===== config.mk =====
export PLATFORM = sky130hd
export DESIGN_NAME = ipv4_header_parser_top
export DESIGN_NICKNAME = d
export VERILOG_FILES = /design/src/rtl/ihp_pkg.sv /design/src/rtl/ihp_front.sv /design/src/rtl/ihp_run_fifo.sv /design/src/rtl/ihp_emitter.sv /design/src/rtl/ipv4_header_parser_top.sv
export SDC_FILE = /design/constraint.sdc
export NUM_CORES = 1
export LEC_CHECK = 0
export BUFFER_PORTS_ARGS = -buffer_cell sky130_fd_sc_hd__clkbuf_2
export CORE_MARGIN = 5
export CORE_UTILIZATION = 56
export CTS_BUF_LIST = sky130_fd_sc_hd__clkbuf_4
export CTS_CLUSTER_SIZE = 40
export DETAILED_ROUTE_END_ITERATION = 7
export PLACE_DENSITY = 0.84
export SETUP_SLACK_MARGIN = 0.5
export SLEW_MARGIN = 15
export SYNTH_ARGS = -nofsm -noshare
export SYNTH_HDL_FRONTEND = slang
export SYNTH_SLANG_ARGS = --single-unit

===== constraint.sdc =====
create_clock -name clk -period 6.2 [get_ports clk]
set_input_delay 0.93 -clock clk [delete_from_list [all_inputs] [get_ports clk]]
set_output_delay 0.93 -clock clk [all_outputs]
set_load 0.05 [all_outputs]

===== src/rtl/ihp_pkg.sv =====
// Shared types and constants for the IPv4 header parser.
`timescale 1ns / 1ps
`default_nettype none

package ihp_pkg;

    // Result field kinds
    localparam logic [4:0] KIND_VERSION   = 5'd0;
    localparam logic [4:0] KIND_IHL       = 5'd1;
    localparam logic [4:0] KIND_DSCP      = 5'd2;
    localparam logic [4:0] KIND_ECN       = 5'd3;
    localparam logic [4:0] KIND_TOTLEN    = 5'd4;
    localparam logic [4:0] KIND_ID        = 5'd5;
    localparam logic [4:0] KIND_DF        = 5'd6;
    localparam logic [4:0] KIND_MF        = 5'd7;
    localparam logic [4:0] KIND_FRAGOFF   = 5'd8;
    localparam logic [4:0] KIND_TTL       = 5'd9;
    localparam logic [4:0] KIND_PROTO     = 5'd10;
    localparam logic [4:0] KIND_CSUM      = 5'd11;
    localparam logic [4:0] KIND_SRC       = 5'd12;
    localparam logic [4:0] KIND_DST       = 5'd13;
    localparam logic [4:0] KIND_OPTION    = 5'd14;
    localparam logic [4:0] KIND_OPTLEN    = 5'd15;
    localparam logic [4:0] KIND_OPTDATA   = 5'd16;
    localparam logic [4:0] KIND_PAYLOAD   = 5'd17;
    localparam logic [4:0] KIND_BADIHL    = 5'd18;
    localparam logic [4:0] KIND_BADOPTLEN = 5'd19;

    localparam logic [4:0] OPT_NUM_EOL = 5'd0;
    localparam logic [4:0] OPT_NUM_NOP = 5'd1;

    localparam logic [3:0] MIN_IHL     = 4'd5;
    localparam logic [15:0] HDR_FIXED_END = 16'd20;

    // Results per input byte, and run queue depth
    localparam int MAX_RES   = 3;
    localparam int RUN_DEPTH = 4;
    localparam int RUN_PTR_W = 2;

    typedef enum logic [1:0] {
        OPT_TYPE,
        OPT_LEN,
        OPT_DATA,
        OPT_SKIP
    } opt_phase_t;

    typedef struct packed {
        logic [7:0] data_byte;
        logic       frame_start;
    } item_t;

    typedef struct packed {
        logic [4:0]  field_kind;
        logic [31:0] field_value;
        logic        option_copied;
        logic [1:0]  option_class;
        logic        last_of_run;
        logic        end_of_frame;
    } result_t;

    // All results caused by one byte
    typedef struct packed {
        logic [1:0]             count;
        result_t [MAX_RES-1:0]  res;
    } run_t;

endpackage

`default_nettype wire


===== src/rtl/ihp_front.sv =====
// Byte parser: tracks header position and builds the result run for each byte.
`timescale 1ns / 1ps
`default_nettype none

module ihp_front
    import ihp_pkg::*;
(
    input  wire logic  clk,
    input  wire logic  rst_n,
    input  wire item_t item,
    input  wire logic  accept,
    output logic       run_push,
    output run_t       run_data
);

    logic [15:0] pos_reg, pos_next;
    logic        inframe_reg, inframe_next;
    logic [3:0]  hw_reg, hw_next;
    logic [15:0] flen_reg, flen_next;
    logic [31:0] acc_reg, acc_next;
    opt_phase_t  phase_reg, phase_next;
    logic [7:0]  left_reg, left_next;

    logic        start;
    logic        active;
    logic [7:0]  b;
    logic [15:0] eff_pos;
    logic [3:0]  eff_hw;
    logic [15:0] eff_flen;
    logic [31:0] eff_acc;
    opt_phase_t  eff_phase;
    logic [7:0]  eff_left;
    logic [31:0] acc;
    logic [15:0] hdr;
    logic [15:0] span;
    logic [1:0]  n;
    logic        final_byte;
    logic [7:0]  left_dec;
    result_t [MAX_RES-1:0] res;

    assign b      = item.data_byte;
    assign start  = item.frame_start;
    assign active = start | inframe_reg;

    // A start byte sees freshly cleared state
    assign eff_pos   = start ? '0 : pos_reg;
    assign eff_hw    = start ? '0 : hw_reg;
    assign eff_flen  = start ? '0 : flen_reg;
    assign eff_acc   = start ? '0 : acc_reg;
    assign eff_phase = start ? OPT_TYPE : phase_reg;
    assign eff_left  = start ? '0 : left_reg;

    assign acc      = {eff_acc[23:0], b};
    assign hdr      = {10'd0, eff_hw, 2'b00};
    assign span     = (eff_flen > hdr) ? eff_flen : hdr;
    assign left_dec = eff_left - 8'd1;

    always_comb
    begin
        res        = '0;
        n          = 2'd0;
        final_byte = 1'b0;
        hw_next    = eff_hw;
        flen_next  = eff_flen;
        phase_next = eff_phase;
        left_next  = eff_left;

        unique case (eff_pos)
            16'd0:
            begin
                hw_next = b[3:0];
                res[0].field_kind  = KIND_VERSION;
                res[0].field_value = {28'd0, b[7:4]};
                res[1].field_kind  = KIND_IHL;
                res[1].field_value = {28'd0, b[3:0]};
                n = 2'd2;
                if (b[3:0] < MIN_IHL)
                begin
                    res[2].field_kind  = KIND_BADIHL;
                    res[2].field_value = {28'd0, b[3:0]};
                    n          = 2'd3;
                    final_byte = 1'b1;
                end
            end
            16'd1:
            begin
                res[0].field_kind  = KIND_DSCP;
                res[0].field_value = {26'd0, b[7:2]};
                res[1].field_kind  = KIND_ECN;
                res[1].field_value = {30'd0, b[1:0]};
                n = 2'd2;
            end
            16'd3:
            begin
                flen_next = acc[15:0];
                res[0].field_kind  = KIND_TOTLEN;
                res[0].field_value = {16'd0, acc[15:0]};
                n = 2'd1;
            end
            16'd5:
            begin
                res[0].field_kind  = KIND_ID;
                res[0].field_value = {16'd0, acc[15:0]};
                n = 2'd1;
            end
            16'd6:
            begin
                res[0].field_kind  = KIND_DF;
                res[0].field_value = {31'd0, b[6]};
                res[1].field_kind  = KIND_MF;
                res[1].field_value = {31'd0, b[5]};
                n = 2'd2;
            end
            16'd7:
            begin
                res[0].field_kind  = KIND_FRAGOFF;
                res[0].field_value = {19'd0, acc[12:0]};
                n = 2'd1;
            end
            16'd8:
            begin
                res[0].field_kind  = KIND_TTL;
                res[0].field_value = {24'd0, b};
                n = 2'd1;
            end
            16'd9:
            begin
                res[0].field_kind  = KIND_PROTO;
                res[0].field_value = {24'd0, b};
                n = 2'd1;
            end
            16'd11:
            begin
                res[0].field_kind  = KIND_CSUM;
                res[0].field_value = {16'd0, acc[15:0]};
                n = 2'd1;
            end
            16'd15:
            begin
                res[0].field_kind  = KIND_SRC;
                res[0].field_value = acc;
                n = 2'd1;
            end
            16'd19:
            begin
                res[0].field_kind  = KIND_DST;
                res[0].field_value = acc;
                n = 2'd1;
            end
            default:
            begin
                if (eff_pos >= HDR_FIXED_END && eff_pos < hdr)
                begin
                    case (eff_phase)
                        OPT_TYPE:
                        begin
                            res[0].field_kind    = KIND_OPTION;
                            res[0].field_value   = {27'd0, b[4:0]};
                            res[0].option_copied = b[7];
                            res[0].option_class  = b[6:5];
                            n = 2'd1;
                            if (b[4:0] == OPT_NUM_EOL)
                                phase_next = OPT_SKIP;
                            else if (b[4:0] != OPT_NUM_NOP)
                                phase_next = OPT_LEN;
                        end
                        OPT_LEN:
                        begin
                            n = 2'd1;
                            if (b < 8'd2)
                            begin
                                res[0].field_kind  = KIND_BADOPTLEN;
                                res[0].field_value = {24'd0, b};
                                phase_next = OPT_SKIP;
                            end
                            else
                            begin
                                res[0].field_kind  = KIND_OPTLEN;
                                res[0].field_value = {24'd0, b - 8'd2};
                                if (b == 8'd2)
                                    phase_next = OPT_TYPE;
                                else
                                begin
                                    left_next  = b - 8'd2;
                                    phase_next = OPT_DATA;
                                end
                            end
                        end
                        OPT_DATA:
                        begin
                            res[0].field_kind  = KIND_OPTDATA;
                            res[0].field_value = {24'd0, b};
                            n = 2'd1;
                            left_next = left_dec;
                            if (left_dec == 8'd0)
                                phase_next = OPT_TYPE;
                        end
                        default:
                        begin
                        end
                    endcase
                end
                else if (eff_pos >= hdr && eff_pos < eff_flen)
                begin
                    res[0].field_kind  = KIND_PAYLOAD;
                    res[0].field_value = {24'd0, b};
                    n = 2'd1;
                end
            end
        endcase

        if (eff_pos >= 16'd19 && ({1'b0, eff_pos} + 17'd1) >= {1'b0, span})
            final_byte = 1'b1;

        for (int i = 0; i < MAX_RES; i++)
        begin
            if (n == 2'(i + 1))
            begin
                res[i].last_of_run  = 1'b1;
                res[i].end_of_frame = final_byte;
            end
        end
    end

    assign acc_next     = acc;
    assign inframe_next = ~final_byte;
    assign pos_next     = final_byte ? eff_pos : eff_pos + 16'd1;

    assign run_push       = accept & active & (n != 2'd0);
    assign run_data.count = n;
    assign run_data.res   = res;

    always_ff @(posedge clk or negedge rst_n)
    begin
        if (!rst_n)
        begin
            pos_reg     <= '0;
            inframe_reg <= 1'b0;
            hw_reg      <= '0;
            flen_reg    <= '0;
            acc_reg     <= '0;
            phase_reg   <= OPT_TYPE;
            left_reg    <= '0;
        end
        else if (accept && active)
        begin
            pos_reg     <= pos_next;
            inframe_reg <= inframe_next;
            hw_reg      <= hw_next;
            flen_reg    <= flen_next;
            acc_reg     <= acc_next;
            phase_reg   <= phase_next;
            left_reg    <= left_next;
        end
    end

endmodule

`default_nettype wire


===== src/rtl/ihp_run_fifo.sv =====
// Short queue of result runs between the parser and the result emitter.
`timescale 1ns / 1ps
`default_nettype none

module ihp_run_fifo
    import ihp_pkg::*;
(
    input  wire logic clk,
    input  wire logic rst_n,
    input  wire logic wr_en,
    input  wire run_t wr_data,
    output logic      full,
    input  wire logic rd_en,
    output run_t      rd_data,
    output logic      empty
);

    run_t                 mem [RUN_DEPTH];
    logic [RUN_PTR_W-1:0] wr_ptr_reg, wr_ptr_next;
    logic [RUN_PTR_W-1:0] rd_ptr_reg, rd_ptr_next;
    logic [RUN_PTR_W:0]   cnt_reg, cnt_next;
    logic                 do_wr;
    logic                 do_rd;

    assign full    = (cnt_reg == (RUN_PTR_W+1)'(RUN_DEPTH));
    assign empty   = (cnt_reg == '0);
    assign do_wr   = wr_en & ~full;
    assign do_rd   = rd_en & ~empty;
    assign rd_data = mem[rd_ptr_reg];

    assign wr_ptr_next = do_wr ? wr_ptr_reg + RUN_PTR_W'(1) : wr_ptr_reg;
    assign rd_ptr_next = do_rd ? rd_ptr_reg + RUN_PTR_W'(1) : rd_ptr_reg;

    always_comb
    begin
        cnt_next = cnt_reg;
        if (do_wr && !do_rd)
            cnt_next = cnt_reg + (RUN_PTR_W+1)'(1);
        else if (!do_wr && do_rd)
            cnt_next = cnt_reg - (RUN_PTR_W+1)'(1);
    end

    always_ff @(posedge clk)
    begin
        if (do_wr)
            mem[wr_ptr_reg] <= wr_data;
    end

    always_ff @(posedge clk or negedge rst_n)
    begin
        if (!rst_n)
        begin
            wr_ptr_reg <= '0;
            rd_ptr_reg <= '0;
            cnt_reg    <= '0;
        end
        else
        begin
            wr_ptr_reg <= wr_ptr_next;
            rd_ptr_reg <= rd_ptr_next;
            cnt_reg    <= cnt_next;
        end
    end

endmodule

`default_nettype wire


===== src/rtl/ihp_emitter.sv =====
// Result emitter: walks the results of the oldest queued run, one per request.
`timescale 1ns / 1ps
`default_nettype none

module ihp_emitter
    import ihp_pkg::*;
(
    input  wire logic    clk,
    input  wire logic    rst_n,
    input  wire run_t    head,
    input  wire logic    head_empty,
    output logic         head_pop,
    output result_t      result,
    output logic         empty,
    input  wire logic    pop
);

    logic [1:0] idx_reg, idx_next;
    logic       take;
    logic       run_done;

    assign empty    = head_empty;
    assign result   = head.res[idx_reg];
    assign take     = pop & ~head_empty;
    assign run_done = (idx_reg == head.count - 2'd1);
    assign head_pop = take & run_done;

    always_comb
    begin
        idx_next = idx_reg;
        if (take)
            idx_next = run_done ? 2'd0 : idx_reg + 2'd1;
    end

    always_ff @(posedge clk or negedge rst_n)
    begin
        if (!rst_n)
            idx_reg <= '0;
        else
            idx_reg <= idx_next;
    end

endmodule

`default_nettype wire


===== src/rtl/ipv4_header_parser_top.sv =====
// A taken byte's run is written into the run queue; results come from the oldest run.
// Throughput: one byte per cycle while the four-run queue has room; results leave
// one per cycle while pop is held, and a byte's run stays at the queue head until its last result.
// Reset: rst_n clears parser position, frame state and queue pointers asynchronously.
`timescale 1ns / 1ps
`default_nettype none

module ipv4_header_parser_top
    import ihp_pkg::*;
(
    input  wire logic    clk,
    input  wire logic    rst_n,
    input  wire item_t   item,
    input  wire logic    push,
    output logic         full,
    output result_t      result,
    output logic         empty,
    input  wire logic    pop
);

    logic run_push;
    run_t run_wr;
    run_t run_head;
    logic run_full;
    logic run_empty;
    logic run_pop;
    logic accept;

    assign full   = run_full;
    assign accept = push & ~run_full;

    ihp_front u_front (
        .clk      (clk),
        .rst_n    (rst_n),
        .item     (item),
        .accept   (accept),
        .run_push (run_push),
        .run_data (run_wr)
    );

    ihp_run_fifo u_fifo (
        .clk     (clk),
        .rst_n   (rst_n),
        .wr_en   (run_push),
        .wr_data (run_wr),
        .full    (run_full),
        .rd_en   (run_pop),
        .rd_data (run_head),
        .empty   (run_empty)
    );

    ihp_emitter u_emit (
        .clk        (clk),
        .rst_n      (rst_n),
        .head       (run_head),
        .head_empty (run_empty),
        .head_pop   (run_pop),
        .result     (result),
        .empty      (empty),
        .pop        (pop)
    );

`ifndef SYNTH
    a_eof_is_last: assert property (@(posedge clk) disable iff (!rst_n)
        (!empty && result.end_of_frame) |-> result.last_of_run)
        else $error("end_of_frame on a result that is not last of its run");

    a_opt_bits_only_on_option: assert property (@(posedge clk) disable iff (!rst_n)
        (!empty && (result.option_copied || result.option_class != 2'd0))
            |-> result.field_kind == KIND_OPTION)
        else $error("option type bits set on a non-option result");

    a_kind_range: assert property (@(posedge clk) disable iff (!rst_n)
        !empty |-> result.field_kind <= KIND_BADOPTLEN)
        else $error("result kind out of range");

    a_run_pop_on_last: assert property (@(posedge clk) disable iff (!rst_n)
        run_pop |-> result.last_of_run)
        else $error("run retired before its last result");
`endif

endmodule

`default_nettype wire


==> results.sh, run 1 <==
export IMPL_min_period_over_period_pct=74.15
export IMPL_p_leak_uw=0.006777
export IMPL_post_cts_buffers=0
export IMPL_cp_max_fo=27
export IMPL_rsz0062_at_grt="no"
export IMPL_drc_errors=0
export IMPL_placedCellCount=1610
export IMPL_vias=10580
export IMPL_vias_per_cell=6.031
export IMPL_grt_ovfl_total=0
export IMPL_max_freq_mhz=217.5
export IMPL_drtIter0Drc=1217
export IMPL_min_period_ns=4.597
export IMPL_cts_buffers_inserted=79
export IMPL_synth_edf_count=236
export IMPL_dp_worst_setup_slack_ns=1.003
export IMPL_ir_worst_vdd_mv=0.1926
export IMPL_postCtsHoldBufs=0
export IMPL_slew_viol_final=0
export IMPL_mostFrequentLayoutCells="236 x edfxtp_1, 129 x nand2_1, 109 x clkbuf_4"
export IMPL_clk_latency_ns=0.72
export IMPL_core_sq_um=27710
export IMPL_max_stage_delay_ns=0.44
export IMPL_synth_main_ff_cell="edfxtp_1"
export IMPL_grt_start_max_net_pins=66
export IMPL_port_buffers=56
export IMPL_fin_skew_ns=0.05743
export IMPL_grt_usage_pct=23.58
export IMPL_tightestPinTransition_ns=1.050
export IMPL_ant_nets=0
export IMPL_start_kind="primary input"
export IMPL_end_kind="register"
export IMPL_die_w_um=177.1
export IMPL_drive_above_1_share_pct=21.32
export IMPL_setup_viol=0
export IMPL_maxCapViolCount=0
export IMPL_cts_tree="yes"
export IMPL_cp_cell_sequence="clkbuf_2 > inv_2 > nand2_1 > inv_1 > ha_1 > o2111ai_1 > o21ai_0 > o21ai_1 > mux2_2 > ha_1 > nand4_1 > nor2_1 > a41o_1 > a21o_1 > o21ai_1 > buf_4 > nand3_1 > mux2_2"
export IMPL_fin_nets=1382
export IMPL_rr_worst_depth=10
export IMPL_grt_pass1_wl_um=57750
export IMPL_layout_commonest_cell="edfxtp_1"
export IMPL_wl_per_cell_um=20.65
export IMPL_cts_sinks=316
export IMPL_path_clk_slew_ns=0.07
export IMPL_grt_pass1_vias=10540
export IMPL_synth_seq_cells=316
export IMPL_cp_required_ns=6.75
export IMPL_cp_depth=18
export IMPL_clk_path_buf_depth=3
export IMPL_htree_levels=3
export IMPL_dpl_hpwl_um=24050
export IMPL_synthDistinctLibCells=78
export IMPL_fin_cells=1754
export IMPL_synthCells=1223
export IMPL_multi_input_area_sq_um=6136
export IMPL_place_congestion=0.9506
export IMPL_rows=61
export IMPL_timing_hold_ws_ns=0.07259
export IMPL_post_cts_resized=0
export IMPL_regArea_sq_um=9094
export IMPL_finalHoldViolCount=0
export IMPL_yosysSeqAreaShare_pct=58.11
export IMPL_first_pass_iters=6
export IMPL_crit_buf_inv=4
export IMPL_start_util_pct=56.45
export IMPL_antenna_found_initial=1
export IMPL_die_y_um=177.1
export IMPL_fin_tns_setup_ns=0
export IMPL_synth_area_sq_um=15640
export IMPL_dieArea_sq_um=31370
export IMPL_nFillCells=1993
export IMPL_finalPower_uw=7858
export IMPL_p_per_area_nw_per_um2=454.1
export IMPL_hold_path_class="in -> async"
export IMPL_cts_root_buf="clkbuf_4"
export IMPL_cp_arrival_ns=5.15
export IMPL_criticalPathCategory="in -> reg"
export IMPL_critPathTopFamily="compound AO/OA/AOI/OAI gates"
export IMPL_yosys_warnings=0
export IMPL_outcome="finished clean"
export IMPL_async_flop_share_pct=25.32
export IMPL_maxSlewHeadroom_pct=29.59
export IMPL_largest_reg_flops=236
export IMPL_setup_slack_ns=1.603
export IMPL_routed_wl_um=36230
export IMPL_synth_area_per_cell_sq_um=12.79
export IMPL_slowest_stage="clkbuf_2"
export IMPL_area_growth_synth_to_final_pct=10.64
export IMPL_io_pins=57
==> Yosys cell counts, types with 4 or more instances <==
library cell / number / area, sq um
a211oi_1: 6 / 45.04
a21o_1: 10 / 75.07
a21oi_1: 47 / 235.2
a221o_1: 4 / 40.04
a22o_1: 18 / 157.7
a22oi_1: 12 / 90.09
a31oi_1: 18 / 112.6
a41o_1: 8 / 80.08
and2_1: 37 / 231.5
and3_1: 9 / 56.30
buf_1: 9 / 33.78
buf_2: 8 / 40.04
clkbuf_1: 56 / 210.2
dfrtp_1: 80 / 2002
edfxtp_1: 236 / 7087
ha_1: 55 / 688.2
inv_1: 35 / 131.4
mux2_2: 5 / 56.30
mux2i_1: 13 / 130.1
mux4_2: 59 / 1329
nand2_1: 129 / 484.2
nand2b_1: 12 / 75.07
nand3_1: 11 / 55.05
nand3b_1: 5 / 37.54
nand4_1: 7 / 43.79
nor2_1: 72 / 270.3
nor2b_1: 53 / 331.6
nor3_1: 19 / 95.09
o21a_1: 5 / 37.54
o21ai_0: 52 / 260.3
o21ai_1: 7 / 35.03
o22ai_1: 13 / 81.33
o2bb2ai_1: 5 / 43.79
o31ai_1: 5 / 37.54
or2_2: 7 / 43.79
or3_1: 4 / 25.02
xnor2_1: 16 / 140.1
xor2_1: 13 / 113.9
==> worst reg2reg max path, cell delays in order (launching register included) <==
cell     delay (ns)
dfrtp_1        0.47
or4_1          0.72
nor4_2         0.29
a21oi_2        0.20
nor2b_4        0.24
nand2_1        0.28
inv_2          0.28
or3_1          0.19
o31a_4         0.18
and2_2         0.56
buf_4          0.57
==> layout make-up <==
| class | count | share of cell area (%) |
|---|---|---|
| sequential | 316 | 52.55 |
| clock buffer | 109 | 4.729 |
| antenna | 2 | 0.02892 |
| multi-input combinational | 801 | 35.46 |
| timing repair buffer | 77 | 2.762 |
| tap | 378 | 2.733 |
| clock inverter | 33 | 0.9111 |
| inverter | 38 | 0.8243 |
==> where the power goes <==
part / switching [uW] / internal (uW) / leakage (uW) / total, uW
clock: 843 / 828 / 0.000570 / 1670
combinational: 1890 / 1070 / 0.00296 / 2950
sequential: 402 / 2830 / 0.00324 / 3230
total: 3130 / 4730 / 0.00678 / 7860
==> cell families after synthesis <==
group                    count (synthesis)  share of synthesized area, %
AO/OA/AOI/OAI                          240                         10.34
other                                    1                       0.02398
AND/OR/NAND/NOR                        390                         12.72
adder cells (fa/ha/maj)                 56                         4.528
buffers and inverters                  113                         2.872
multiplexers                            78                         9.784
flip-flops                             316                         58.11
XOR/XNOR                                29                         1.624
==> final timing paths <==
check	from	endpoint	slack [ns]
max in group asynchronous	rst_n	u_fifo.rd_ptr_reg[1]$_DFFE_PN0P_	4.90
min in group clk	u_front.acc_reg[22]$_DFFE_PN0P_	u_front.acc_reg[22]$_DFFE_PN0P_	0.48
hold / removal	rst_n	u_front.left_reg[2]$_DFFE_PN0P_	0.07
hold reg to reg	u_front.acc_reg[22]$_DFFE_PN0P_	u_front.acc_reg[22]$_DFFE_PN0P_	0.48
setup / recovery	item[0]	u_front.pos_reg[3]$_DFFE_PN0P_	1.60
setup reg to reg	u_front.pos_reg[13]$_DFFE_PN0P_	u_fifo.mem[3][33]$_DFFE_PP_	1.84
==> stage by stage <==
stage                     utilization [%]  cell area [sq um]
final                               62.46              17300
after floorplan                         -              15670
after global routing                62.46              17300
after global placement              58.92              16320
after CTS                           62.44              17300
after detailed placement            58.92              16320
==> metal layers <==
layer  global-route usage, %  vias to the layer above  routed length, um
li1                        -                     4829                  -
met1                   34.24                     5210              15390
met2                   36.33                      459              16990
met5                       0                        -                  0
met4                   8.092                        0               1020
met3                   4.422                       81               2831
Power figures use the tool's default switching activity.
==> run 2: changes to the inputs <==
- ABC_AREA: default -> 1
- clock period: 6.2 -> 4.3 ns (I/O delays scaled with it)
==> run 2 against run 1 <==
- combinational power rose by 120%
- setup slack got worse by 0.98 ns
- clock power rose by 50%
- non-clock buffer count rose by 24
- clock skew rose by 0.0091 ns
- critical path depth rose by 12
- sequential cell count did not move
- final area rose by 3.7%
- sequential share of layout area fell by 1.8 points
- global-route usage rose by 1.9 points
- register-to-register slack got worse by 1.2 ns
- final cell count rose by 30%
- largest power group is now combinational logic
- highest routed layer unchanged
==> results.sh, run 2 <==
export IMPL_outcome="finished clean"
export IMPL_end_kind="register"
export IMPL_path_clk_slew_ns=0.06
export IMPL_ir_worst_vdd_mv=0.3111
export IMPL_largest_reg_flops=236
export IMPL_tightestPinTransition_ns=0.9566
export IMPL_cp_max_fo=9
export IMPL_highest_layer="met4"
export IMPL_grt_start_max_net_pins=98
export IMPL_dpl_cell_area_sq_um=16850
export IMPL_drc_errors=0
export IMPL_async_flop_share_pct=25.32
export IMPL_synth_most_common_cell="nand2_1"
export IMPL_die_y_um=178.8
export IMPL_dr_wl_met3_um=4098
export IMPL_drtIter0Drc=1654
export IMPL_max_stage_delay_ns=0.31
export IMPL_crit_path_end="u_front.pos_reg[9]$_DFFE_PN0P_"
export IMPL_rr_worst_depth=29
export IMPL_synthCells=1735
export IMPL_switching_share_pct=46.16
export IMPL_grt_pass1_wl_um=64130
export IMPL_start_util_pct=57.09
export IMPL_clkPwrFrac_pct=18.4
export IMPL_fin_tns_setup_ns=0
export IMPL_maxCapViolCount=0
export IMPL_min_period_over_period_pct=85.56
export IMPL_setup_viol=0
export IMPL_synth_area_per_cell_sq_um=9.193
export IMPL_area_growth_synth_to_final_pct=12.47
export IMPL_vias_per_cell=5.768
export IMPL_cts_sinks=316
export IMPL_p_leak_uw=0.007625
export IMPL_crit_path_start="item[0]"
export IMPL_crit_top_cell="nand2_1"
export IMPL_place_congestion=0.9638
export IMPL_p_int_uw=7317
export IMPL_fin_skew_ns=0.06650
export IMPL_rows=61
export IMPL_cts_tree="yes"
export IMPL_yosys_warnings=0
export IMPL_synthDistinctLibCells=51
export IMPL_fin_area_sq_um=17940
export IMPL_p_sw_uw=6274
export IMPL_synth_area_sq_um=15950
export IMPL_yosysSeqAreaShare_pct=56.99
export IMPL_combPwrFrac_pct=48.2
export IMPL_grt_pass1_vias=12350
export IMPL_synth_main_ff_cell="edfxtp_1"
export IMPL_routed_wl_met2_um=19430
export IMPL_cts_root_buf="clkbuf_4"
export IMPL_vias=13160
export IMPL_r2r_end="u_front.pos_reg[9]$_DFFE_PN0P_"
export IMPL_synth_top_area_share_pct=44.43
export IMPL_ant_nets=0
export IMPL_wl_per_cell_um=17.96
export IMPL_p_seq_share_pct=33.4
export IMPL_port_buffers=56
export IMPL_met1Wirelength_um=16340
export IMPL_grt_ovfl_total=0
export IMPL_fin_nets=1917
export IMPL_slowest_stage="ha_1"
export IMPL_cp_arrival_ns=4.22
export IMPL_max_freq_mhz=271.8
export IMPL_first_pass_iters=6
export IMPL_cp_required_ns=4.84
export IMPL_p_per_area_nw_per_um2=757.6
export IMPL_grt_usage_pct=25.50
export IMPL_cts_buffers_inserted=79
export IMPL_dpl_hpwl_um=26560
export IMPL_start_kind="primary input"
export IMPL_synth_edf_count=236
export IMPL_hold_path_class="in -> reg"
export IMPL_io_pins=57
export IMPL_mostFrequentLayoutCells="313 x nand2_1, 292 x nor2_1, 236 x edfxtp_1"
export IMPL_die_w_um=178.8
export IMPL_rr_startpoint="u_front.hw_reg[1]$_DFFE_PN0P_"
export IMPL_netlist_top_cells_area="edfxtp_1 44%, dfrtp_1 13%, nand2_1 7.4%"
export IMPL_routed_wl_um=40970
export IMPL_yosys_top_cells_count="314 x nand2_1, 301 x nor2_1, 236 x edfxtp_1, 202 x o21ai_0, 141 x inv_1"
export IMPL_layout_commonest_cell="nand2_1"
export IMPL_dieArea_sq_um=31960
export IMPL_clk_latency_ns=0.73
export IMPL_synth_area_leader_cell="edfxtp_1"
export IMPL_htree_levels=3
export IMPL_core_sq_um=27930
export IMPL_criticalPathCategory="in -> reg"
export IMPL_r2r_slack_ns=0.64
export IMPL_min_period_ns=3.679
export IMPL_synth_seq_cells=316
export IMPL_slew_viol_final=0
export IMPL_antenna_found_initial=1
export IMPL_finalHoldViolCount=0
export IMPL_rsz0062_at_grt="yes"
export IMPL_maxSlewHeadroom_pct=36.22
export IMPL_clk_path_buf_depth=3
export IMPL_drive_above_1_share_pct=15.14
[run 2: cell count changes after synthesis, sizes merged, moves of 54 or more]
cell   previous run  this run
nor2             73       313
nand2           129       327
o21ai            61       211
inv              38       150
nand3            11        72
mux4             59         0
nor2b            54         0
[run 2: cell families (layout without fill, tap and decap cells)]
| kind of cell | Yosys count | in the layout | share of synthesized area, % |
|---|---|---|---|
| DFF | 316 | 316 | 56.99 |
| and+or+nand+nor | 751 | 752 | 19.47 |
| AOI/OAI and AO/OA | 359 | 359 | 12.18 |
| xor gates and xnor gates | 21 | 21 | 1.153 |
| muxes | 1 | 1 | 0.07060 |
| buffers and inverters | 230 | 389 | 5.680 |
| adders and majority gates | 56 | 56 | 4.440 |
| other | 1 | 9 | 0.02351 |
[run 2: power by group through the flow]
| stage | logic, uW | clock network, uW | registers, uW |
|---|---|---|---|
| after global routing | 7130 | 2720 | 4600 |
| after CTS | 6360 | 2550 | 4530 |
| after floorplan | 4730 | 0 | 4430 |
| after global placement | 6100 | 0 | 4560 |
| after detailed placement | 6300 | 0 | 4580 |
| final | 6550 | 2500 | 4540 |
[run 2: how the worst min path moves through the flow]
stage | endpoint | depth (start not counted) | startpoint
2_1_floorplan | u_emit.idx_reg[0]$_DFFE_PN0P_ | 0 | rst_n
3_3_place_gp | u_front.pos_reg[4]$_DFFE_PN0P_ | 2 | u_front.pos_reg[4]$_DFFE_PN0P_
3_5_place_dp | u_front.pos_reg[4]$_DFFE_PN0P_ | 2 | u_front.pos_reg[4]$_DFFE_PN0P_
4_1_cts | u_front.flen_reg[1]$_DFFE_PN0P_ | 3 | item[2]
5_1_grt | u_front.flen_reg[3]$_DFFE_PN0P_ | 3 | item[4]
6_report | u_front.flen_reg[1]$_DFFE_PN0P_ | 3 | item[2]
[run 2: repair_timing]
action / CTS / global route
hold buffers: 1 / 0
endpoints found under the hold margin: 5 / 0
resized for setup: 0 / 10
setup endpoints to repair: 0 / 23
setup buffers: 0 / 4
[run 2: per-layer routing]
layer  up-vias  GRT usage [%]
li1       6141              -
met1      6202          35.26
met2       716          40.38
met3        97          5.483
met4         0          8.794
met5         -              0
[run 2: layout make-up]
| class | count | area, sq um |
|---|---|---|
| sequential | 316 | 9096 |
| multi-input combinational | 1197 | 6101 |
| timing repair buffer | 101 | 685.7 |
| clock buffer | 117 | 878.3 |
| inverter | 153 | 576.8 |
| clock inverter | 18 | 125.1 |
| antenna | 1 | 2.502 |
| tap | 378 | 473.0 |
| fill | 2197 | 9996 |
[run 2: worst max-delay path, delay by kind of cell]
family	cells	cell delay, ns
buffers and inverters	5	0.75
adders and majority gates	2	0.62
AOI/OAI and AO/OA	4	0.55
and+or+nand+nor	19	1.64
[run 2: metrics by stage]
stage	utilization [%]	cells	hold WS, ns	power (uW)	setup WS, ns
finish	64.22	2281	0.3510	13590	0.6207
global route	64.22	2281	0.3205	14440	0.3412
CTS	63.96	2275	0.2964	13440	0.6316
detailed placement	60.33	2139	0.4662	10880	0.1119
global placement	60.33	2139	0.4646	10660	0.2054
floorplan	-	1742	0.3494	9163	0.5020
